`src/rtl/itoa_pkg.sv`:
```
// ----------------------------------------------------------------------------
// itoa_pkg
// Shared types, constants and the digit-to-character map of the
// integer-to-text converter.
// ----------------------------------------------------------------------------
`default_nettype none

package itoa_pkg;

    localparam int unsigned RADIX_W    = 6;
    localparam int unsigned CHAR_W     = 8;
    localparam int unsigned ADDR_W     = 2;
    localparam int unsigned APB_DATA_W = 32;

    localparam logic [RADIX_W-1:0] RADIX_MIN   = 6'd2;
    localparam logic [RADIX_W-1:0] RADIX_MAX   = 6'd35;
    localparam logic [RADIX_W-1:0] RADIX_RESET = 6'd10;
    localparam logic [CHAR_W-1:0]  SIGN_CHAR   = 8'h2D;
    localparam logic [ADDR_W-1:0]  RADIX_ADDR  = 2'd0;

    typedef enum logic [3:0] {
        ST_IDLE = 4'b0001,
        ST_DIV  = 4'b0010,
        ST_SIGN = 4'b0100,
        ST_EMIT = 4'b1000
    } state_t;

    typedef struct packed {
        logic done;
        logic quot_zero;
    } div_status_t;

    // digits 0..9 map to '0'..'9', 10 and above to 'a'...
    function automatic logic [CHAR_W-1:0] digit_char(input logic [RADIX_W-1:0] d);
        logic [CHAR_W-1:0] d_ext;
        d_ext = {{(CHAR_W-RADIX_W){1'b0}}, d};
        if (d < 6'd10)
            digit_char = 8'h30 + d_ext;
        else
            digit_char = 8'h57 + d_ext;
    endfunction

endpackage

`default_nettype wire

```
`src/rtl/int_to_ascii_radix.sv`:
```
// ----------------------------------------------------------------------------
// int_to_ascii_radix
// Signed integer to ASCII text in a programmable base, one character a cycle.
// ----------------------------------------------------------------------------
// A transaction starts when start is high while busy is low. With a valid
// radix (2..35) the digits are produced least significant first by a
// bit-serial divider, then sent out most significant first, a '-' ahead of
// negative numbers, one character per cycle on consecutive cycles;
// last_char marks the final one. The final character's strobe comes in the
// first cycle with busy low. The strobe cannot be held off, so the receiver
// must take every character in the cycle it appears. With an invalid radix
// a single result with empty_text and last_char set comes out the cycle
// after start, and busy stays low. The radix register is at byte address 0.
// ----------------------------------------------------------------------------
`default_nettype none

module int_to_ascii_radix
    import itoa_pkg::*;
#(
    parameter int unsigned VALUE_WIDTH = 16
) (
    input  wire logic                          clk,
    input  wire logic                          rst_n,
    input  wire logic                          psel,
    input  wire logic                          penable,
    input  wire logic                          pwrite,
    input  wire logic [ADDR_W-1:0]             paddr,
    input  wire logic [APB_DATA_W-1:0]         pwdata,
    output logic      [APB_DATA_W-1:0]         prdata,
    output logic                               pready,
    input  wire logic                          start,
    input  wire logic signed [VALUE_WIDTH-1:0] number,
    output logic                               busy,
    output logic                               strobe,
    output logic [CHAR_W-1:0]                  char_code,
    output logic                               last_char,
    output logic                               empty_text
);

    localparam int unsigned BUF_DEPTH = VALUE_WIDTH + 1;
    localparam int unsigned IDX_W     = $clog2(BUF_DEPTH);
    localparam int unsigned CNT_W     = $clog2(BUF_DEPTH + 1);

    state_t state_reg, state_next;

    logic [RADIX_W-1:0] radix_reg;
    logic [CNT_W-1:0]   count_reg;
    logic [IDX_W-1:0]   idx_reg;
    logic               neg_reg;
    logic [CHAR_W-1:0]  digit_buf_reg [BUF_DEPTH];

    logic               strobe_reg;
    logic [CHAR_W-1:0]  char_reg;
    logic               last_reg;
    logic               empty_reg;

    logic                   accept;
    logic                   radix_ok;
    logic                   cfg_write;
    logic                   div_load;
    logic [VALUE_WIDTH-1:0] div_dividend;
    logic [VALUE_WIDTH-1:0] magnitude;
    logic [VALUE_WIDTH-1:0] quotient;
    logic [RADIX_W-1:0]     remainder;
    div_status_t            div_status;

    assign busy      = (state_reg != ST_IDLE);
    assign accept    = start && !busy;
    assign radix_ok  = (radix_reg >= RADIX_MIN) && (radix_reg <= RADIX_MAX);
    assign cfg_write = psel && penable && pwrite && (paddr == RADIX_ADDR);

    // unsigned negation so the most negative value keeps its magnitude
    assign magnitude = number[VALUE_WIDTH-1] ? VALUE_WIDTH'(~number + 1'b1)
                                             : VALUE_WIDTH'(number);

    assign div_load     = (accept && radix_ok)
                       || ((state_reg == ST_DIV) && div_status.done && !div_status.quot_zero);
    assign div_dividend = accept ? magnitude : quotient;

    itoa_div_unit #(
        .VALUE_WIDTH(VALUE_WIDTH)
    ) u_div (
        .clk      (clk),
        .rst_n    (rst_n),
        .load     (div_load),
        .dividend (div_dividend),
        .divisor  (radix_reg),
        .status   (div_status),
        .quotient (quotient),
        .remainder(remainder)
    );

    // configuration port
    assign pready = 1'b1;
    assign prdata = (paddr == RADIX_ADDR)
                  ? {{(APB_DATA_W-RADIX_W){1'b0}}, radix_reg} : '0;

    always_ff @(posedge clk or negedge rst_n)
    begin
        if (!rst_n)
            radix_reg <= RADIX_RESET;
        else if (cfg_write)
            radix_reg <= pwdata[RADIX_W-1:0];
    end

    always_comb
    begin
        state_next = state_reg;
        unique case (state_reg)
            ST_IDLE:
            begin
                if (accept && radix_ok)
                    state_next = ST_DIV;
            end
            ST_DIV:
            begin
                if (div_status.done && div_status.quot_zero)
                    state_next = neg_reg ? ST_SIGN : ST_EMIT;
            end
            ST_SIGN:
                state_next = ST_EMIT;
            ST_EMIT:
            begin
                if (idx_reg == '0)
                    state_next = ST_IDLE;
            end
            default:
                state_next = ST_IDLE;
        endcase
    end

    always_ff @(posedge clk or negedge rst_n)
    begin
        if (!rst_n)
        begin
            state_reg  <= ST_IDLE;
            strobe_reg <= 1'b0;
            count_reg  <= '0;
            idx_reg    <= '0;
            neg_reg    <= 1'b0;
        end
        else
        begin
            state_reg  <= state_next;
            strobe_reg <= (accept && !radix_ok)
                       || (state_reg == ST_SIGN) || (state_reg == ST_EMIT);
            if (accept && radix_ok)
            begin
                count_reg <= '0;
                neg_reg   <= number[VALUE_WIDTH-1];
            end
            else if ((state_reg == ST_DIV) && div_status.done)
            begin
                count_reg <= count_reg + 1'b1;
                // last digit stored: start reading back from it
                if (div_status.quot_zero)
                    idx_reg <= count_reg[IDX_W-1:0];
            end
            else if (state_reg == ST_EMIT)
                idx_reg <= idx_reg - 1'b1;
        end
    end

    always_ff @(posedge clk)
    begin
        if ((state_reg == ST_DIV) && div_status.done)
            digit_buf_reg[count_reg[IDX_W-1:0]] <= digit_char(remainder);
    end

    // result register
    always_ff @(posedge clk)
    begin
        if (accept && !radix_ok)
        begin
            char_reg  <= '0;
            last_reg  <= 1'b1;
            empty_reg <= 1'b1;
        end
        else if (state_reg == ST_SIGN)
        begin
            char_reg  <= SIGN_CHAR;
            last_reg  <= 1'b0;
            empty_reg <= 1'b0;
        end
        else if (state_reg == ST_EMIT)
        begin
            char_reg  <= digit_buf_reg[idx_reg];
            last_reg  <= (idx_reg == '0);
            empty_reg <= 1'b0;
        end
    end

    assign strobe     = strobe_reg;
    assign char_code  = char_reg;
    assign last_char  = last_reg;
    assign empty_text = empty_reg;

endmodule

`default_nettype wire

```
`src/rtl/itoa_div_unit.sv`:
```
// ----------------------------------------------------------------------------
// itoa_div_unit
// Bit-serial restoring divider: one quotient bit per cycle.
// ----------------------------------------------------------------------------
`default_nettype none

module itoa_div_unit
    import itoa_pkg::*;
#(
    parameter int unsigned VALUE_WIDTH = 16
) (
    input  wire logic                   clk,
    input  wire logic                   rst_n,
    input  wire logic                   load,
    input  wire logic [VALUE_WIDTH-1:0] dividend,
    input  wire logic [RADIX_W-1:0]     divisor,
    output div_status_t                 status,
    output logic [VALUE_WIDTH-1:0]      quotient,
    output logic [RADIX_W-1:0]          remainder
);

    localparam int unsigned BIT_CNT_W = (VALUE_WIDTH > 1) ? $clog2(VALUE_WIDTH) : 1;
    localparam logic [BIT_CNT_W-1:0] LAST_BIT = BIT_CNT_W'(VALUE_WIDTH - 1);

    logic [VALUE_WIDTH-1:0] q_reg, q_next;
    logic [RADIX_W-1:0]     r_reg, r_next;
    logic [BIT_CNT_W-1:0]   bit_cnt_reg;
    logic                   run_reg;
    div_status_t            status_reg;

    logic [RADIX_W:0] r_shift;
    logic             fits;

    // shift in the next dividend bit, subtract the divisor where it fits
    always_comb
    begin
        r_shift = {r_reg, q_reg[VALUE_WIDTH-1]};
        fits    = (r_shift >= {1'b0, divisor});
        r_next  = fits ? RADIX_W'(r_shift - {1'b0, divisor}) : r_shift[RADIX_W-1:0];
        q_next  = {q_reg[VALUE_WIDTH-2:0], fits};
    end

    always_ff @(posedge clk or negedge rst_n)
    begin
        if (!rst_n)
        begin
            run_reg     <= 1'b0;
            bit_cnt_reg <= '0;
            status_reg  <= '0;
        end
        else
        begin
            status_reg.done <= 1'b0;
            if (load)
            begin
                run_reg     <= 1'b1;
                bit_cnt_reg <= '0;
            end
            else if (run_reg)
            begin
                bit_cnt_reg <= bit_cnt_reg + 1'b1;
                if (bit_cnt_reg == LAST_BIT)
                begin
                    run_reg              <= 1'b0;
                    status_reg.done      <= 1'b1;
                    status_reg.quot_zero <= (q_next == '0);
                end
            end
        end
    end

    always_ff @(posedge clk)
    begin
        if (load)
        begin
            q_reg <= dividend;
            r_reg <= '0;
        end
        else if (run_reg)
        begin
            q_reg <= q_next;
            r_reg <= r_next;
        end
    end

    assign status    = status_reg;
    assign quotient  = q_reg;
    assign remainder = r_reg;

endmodule

`default_nettype wire

```
`config.mk`:
```
export PLATFORM = sky130hd
export DESIGN_NAME = int_to_ascii_radix
export DESIGN_NICKNAME = d
export VERILOG_FILES = /design/src/rtl/itoa_pkg.sv /design/src/rtl/int_to_ascii_radix.sv /design/src/rtl/itoa_div_unit.sv
export SDC_FILE = /design/constraint.sdc
export NUM_CORES = 1
export LEC_CHECK = 0
export ABC_AREA = 1
export BUFFER_PORTS_ARGS = -buffer_cell sky130_fd_sc_hd__buf_2
export CORE_UTILIZATION = 45
export CTS_BUF_LIST = sky130_fd_sc_hd__clkbuf_2 sky130_fd_sc_hd__clkbuf_4 sky130_fd_sc_hd__clkbuf_8
export DETAILED_ROUTE_END_ITERATION = 16
export GPL_ROUTABILITY_DRIVEN = 1
export PLACE_DENSITY = 0.66
export SETUP_SLACK_MARGIN = 0.05
export SLEW_MARGIN = 20
export SYNTH_ARGS = -nofsm -noshare
export SYNTH_HDL_FRONTEND = slang
export SYNTH_SLANG_ARGS = --single-unit
```
`constraint.sdc`:
```
create_clock -name clk -period 2.3 [get_ports clk]
set_input_delay 0 -clock clk [delete_from_list [all_inputs] [get_ports clk]]
set_output_delay 0 -clock clk [all_outputs]
set_load 0.01 [all_outputs]
```
; Yosys cells after proc, flatten, opt, wreduce, memory -nomap -nowiden
; Memory sizes are Yosys's and may differ from the RTL's.
; Index checks and enable logic that the tools add are counted.
[word_totals]
register_bits = 61
ramBits = 136
in_bits = 56
output_inout_bits = 45
elab_cells = 104
mem_count = 1
[memory_table]
columns = memory, words, word_bits, rd, rd_ports_with_merged_regs, write_ports, line_no
row1 = digit_buf_reg, 17, 8, 1, 0, 1, int_to_ascii_radix.sv:50  ; logic [CHAR_W-1:0] digit_buf_reg [BUF_DEPTH];
[op_classes]
add_sub_neg = 7
magnitude_cmp = 4
n_eq_ne = 11
mux = 34
bitwise = 3
n_reduce_logical = 28
[op_table]
columns = cell, n
row1 = $mux 16, 4
row2 = $mux 5, 5
row3 = $mux 4, 6
row4 = $mux 6, 4
row5 = $add 16x1->16 const B, 1
row6 = $logic_not 16->1, 1
row7 = $mux 8, 2
row8 = $not 16->16, 1
row9 = $pmux 4 s4, 1
row10 = $logic_and 1x1->1, 10
row11 = $mux 1, 9
row12 = $reduce_and 3->1, 3
row13 = $add 7x6->8 const A, 1
row14 = $eq 4x4->1 const B, 2
row15 = $reduce_bool 2->1, 4
row16 = $add 6x6->7 const A, 1
row17 = $ge 7x6->1, 1
row18 = $ge 6x2->1 const B, 1
row19 = $le 6x6->1 const B, 1
row20 = $lt 6x4->1 const B, 1
row21 = $mux 2, 3
row22 = $ne 2x2->1 const B, 3
row23 = $sub 6x6->6, 1
row24 = $add 5x1->5 const B, 1
row25 = 14 further kinds, 20

; Logic depth before layout (Yosys ltp)
[logic_depth]
ltp_word = 7
mapped_depth = 12
mapped_depth_nobuf = 11

; Hierarchy
; From an unflattened synthesis, not the netlist that was laid out.
[unflattened]
cells_unflattened = 1081
hier_area_um2 = 9785.6
[modules_own_cells]
columns = module, instances, cells_each, area_per_inst_um2, seq_area_each_um2
row1 = int_to_ascii_radix, 1, 872, 8162.8, 4838.4
row2 = itoa_div_unit, 1, 209, 1622.8, 775.7

; Worst setup path before layout
; Ideal clock, no wire load.
[synth_path]
path_type = register -> register
from = register radix_reg[3]
to = register u_div.q_reg[0], in the netlist u_div.quotient[0] (enable)
setup_time_ns = 0.411
t_arrival_ns = 2.143
t_required_ns = 1.889
slack_ns = -0.255
stages_incl_launch_ff = 7
path_cell_list = dfstp_2 -> inv_1 -> nand3_1 -> o21ai_1 -> nand2_4 -> nand2_8 -> o21ai_0
[synth_via]
elab_chain_len = 6
[synth_rtl]
columns = item, line_no
row1 = from (decl), int_to_ascii_radix.sv:46  ; logic [RADIX_W-1:0] radix_reg;
row2 = from (signal assigned), int_to_ascii_radix.sv:103  ; radix_reg <= pwdata[RADIX_W-1:0];
row3 = $ge 6x2->1 / $le 6x6->1 (equally long branches), int_to_ascii_radix.sv:69  ; assign radix_ok = (radix_reg >= RADIX_MIN) && (radix_reg <= RADIX_MAX);
row4 = $logic_and 1x1->1 (*), int_to_ascii_radix.sv:69
row5 = $logic_and 1x1->1 (*), int_to_ascii_radix.sv:76  ; assign div_load = (accept && radix_ok)
row6 = $logic_or 1x1->1 (*), int_to_ascii_radix.sv:77  ; || ((state_reg == ST_DIV) && div_status.done && !div_status.quot_zero);
row7 = $ne 2x2->1 (no line) / $reduce_bool 2->1 (equally long branches), --
row8 = $reduce_and 2->1 (no line) (*), --
row9 = to (signal assigned), itoa_div_unit.sv:76  ; q_reg <= dividend;
row10 = to (signal assigned), itoa_div_unit.sv:81  ; q_reg <= q_next;
row11 = to (decl), itoa_div_unit.sv:25  ; logic [VALUE_WIDTH-1:0] q_reg, q_next;
; Mark *: on every way between the ends. The rest lies on a longest branch, timed or not.
; A chain may end at the register's enable or synchronous reset.

; Final worst setup path
[layout_path]
from = register radix_reg[1]
to = register u_div.r_reg[5], in the netlist u_div.remainder[5]
[layout_via]
elab_chain_len = 4
[layout_rtl]
columns = item, line_no
row1 = $ge 6x2->1 / $le 6x6->1 (equally long branches), int_to_ascii_radix.sv:69
row2 = $logic_and 1x1->1, int_to_ascii_radix.sv:69
row3 = $logic_and 1x1->1, int_to_ascii_radix.sv:76
row4 = $logic_or 1x1->1, int_to_ascii_radix.sv:77
row5 = to (signal assigned), itoa_div_unit.sv:82  ; r_reg <= r_next;
row6 = to (decl), itoa_div_unit.sv:26  ; logic [RADIX_W-1:0] r_reg, r_next;
; Parallel ways exist; a longest one is shown, timed or not.

==> results.yml <==
setup_path:
  timing.critical_path.arrival_ps: 2340
  crit_path_cell_trace: "inv_1 > ha_1 > nand3_1 > nand2_1 > nand4_1 > nand2_2 > nand3_1 > nand3_1 > nand2_1"
  critical-path-max-stage-delay_ps: 540
  setup.reg_to_reg.worst_slack_ps: 320
  criticalPathCategory: "reg2reg"
  crit_family: "simple AND/OR/NAND/NOR gates"
  path_buf_inv: 1
  worst_setup_path_end_kind: "register"
  timing.critical_path.fanout_max: 9
  timing.critical_path.slowest_stage_cell: "dfstp_2"
  worst_setup_path_start_kind: "register"
  critPathRequiredTime_ps: 2660
  crit_path_frequent_cell: "nand3_1"
synthesis:
  ys_warn_count: 0
  syn_avg_cell_area_um2: 9.50
  async_flop_share_pct: 14.7
  synth.ff_latch_count: 197
  syn_area_mm2: 0.00959
  synth-edff-count: 152
  synth_cell_types: 46
  synth_cells: 1010
  synth_sequential_area_ratio_pct: 58.5
  synth_top_flop_cell: "edfxtp_1"
drt:
  vias_per_cell: 4.91
  drt_first_iter_violations: 494
  detailed_routing_iteration_count_for_the_pre_antenna_repair_pass: 5
  route.detailed.drc: 0
  wirelength_mm: 20.6
  avgRoutedWirePerCell_um: 14.9
  vias: 6811
  ant_nets: 0
sta:
  final_hold_viol_count: 0
  relSlewSlack_pct: 53.1
  drv_slew: 0
  min_period_ps: 1980
  rsz0062_at_grt: "no"
  worst_hold_slack_ps: 39.6
  report.final.setup_viol: 0
  post-route-worst-setup-slack_ps: 322
  fin_tns_setup_ps: 0
  clock_skew_ps: 25.2
  final.period_utilization_pct: 86.0
  fmax_mhz: 506
  worst_pin_slew_ps: 699
power_and_ir_drop:
  power_per_cell_area_mw_per_mm2: 1170
  max-vdd-ir-drop_uv: 573
  cellLeakagePower_nw: 4.67
  power_mw: 12.7
outcome:
  run_status: "finished, final reports clean"
die:
  num_rows: 53
  top_level_i_o_count: 101
  design.die.area_mm2: 0.0219
  initial_core_utilization_pct: 45.8
  dieHeight_um: 148
  coreArea_mm2: 0.0210
  die_x_um: 148
clocking:
  worstSkewPairLatency_ps: 480
  cts_root_buf: "clkbuf_8"
  clock_sink_count: 197
  tritoncts: "built"
  cts_buffer_depth: 2
  clock_tree.htree_level_count: 4
  cts.repair.resized: 0
  cts-buffers-inserted: 17
  register_clock_pin_slew_on_the_reported_worst_setup_and_hold_paths_ps: 100
finish:
  final_util_pct: 51.8
  layout.cells.non_filler: 1386
  most-common-layout-cells: "nand2_1 (234), edfxtp_1 (152), nor2_1 (126)"
  final_common_cell: "nand2_1"
  layout_cells_sized_above_1_pct: 13.6
  flow.area_growth_from_synthesis_pct: 13.2
  flip_flop_count_of_the_largest_register_after_layout: 136
  num_antenna_cells: 0
  fin_nets: 1173
  postLayoutCellArea_mm2: 0.0109
flow_run:
  count_of_maximum_capacitance_violations: 0
place:
  finalWeightedCongestion: 0.849
  detailedPlace.worstSlack_ps: 334
  hpwlAfterDp_mm: 13.7
  portBuffers: 47
  placed_cells: 1333
  placed_area_mm2: 0.0102
grt:
  pin_count_of_the_biggest_net_entering_global_routing: 70
  antenna_violations_before_repair: 0
  total_routing_usage_gr_pct: 19.7
  number_of_global_route_vias_before_repair: 6418
  grt_overflow: 0
  wire_length_of_the_first_global_routing_pass_mm: 32.8
worst_hold_path:
  min_path_type: "in2reg"
-- worst reg2reg max path: cells and delay by family, from the launching register on --
| family | cells | cell delay [ps] |
|---|---|---|
| flip-flops | 1 | 540 |
| adder cells (fa/ha/maj) | 1 | 320 |
| buffers and inverters | 1 | 100 |
| AND/OR/NAND/NOR | 7 | 910 |
-- power by group --
| group | internal, mW | total [mW] | switching [mW] |
|---|---|---|---|
| registers | 5.14 | 5.45 | 0.305 |
| logic | 1.52 | 4.80 | 3.28 |
| clock network | 1.15 | 2.46 | 1.32 |
-- repair_timing --
action | 4_1_cts | 5_1_grt
buffers inserted | 0 | 0
endpoints found under the hold margin | 49 | 0
hold buffers | 20 | 0
-- worst paths after layout --
check	startpoint	end	cells past startpoint
worst max-delay path	radix_reg[1]	u_div.remainder[5]	9
worst min-delay path	number[2]	u_div.quotient[2]	4
worst max register to register	radix_reg[1]	u_div.remainder[5]	9
worst min register to register	empty_text	empty_text	2
max in group asynchronous	rst_n	idx_reg[0]	2
min in group asynchronous	rst_n	radix_reg[5]	2
-- logic make-up after synthesis --
kind of cell,share of synthesized area [%]
flops,58.5
buf+inv,8.19
fa+ha+maj,2.56
other cells,0.0783
xor+xnor,1.73
simple gates,22.1
compound gates,6.81
-- layer usage --
metal,track usage (%),vias to the layer above,wire [um]
met1,25.0,3172,9160
met3,3.61,24,813
met2,33.6,149,10300
met5,0,-,0
li1,-,3466,-
met4,7.32,0,361
-- Yosys cell counts, types with 8 or more instances --
| cell | number | area [um^2] |
|---|---|---|
| nand2_1 | 234 | 878 |
| edfxtp_1 | 152 | 4560 |
| nor2_1 | 126 | 473 |
| inv_1 | 98 | 368 |
| nand3_1 | 95 | 475 |
| o21ai_0 | 62 | 310 |
| a21oi_1 | 33 | 165 |
| buf_4 | 30 | 225 |
| dfrtp_1 | 26 | 651 |
| buf_2 | 20 | 100 |
| ha_1 | 18 | 225 |
| dfxtp_1 | 16 | 320 |
| xor2_1 | 14 | 123 |
| o21ai_1 | 11 | 55.1 |
| clkbuf_1 | 8 | 30.0 |
-- area by class of cell --
cell class              instances  area, um^2
flip-flops and latches        197        5620
fillers                      1853       10100
inverters                     102         385
clock buffers                  18         241
multi-input cells             674        3290
well taps                     275         344
repair buffers                106         766
clock inverters                14         211
Note: power is estimated with default switching activity, not from simulation.
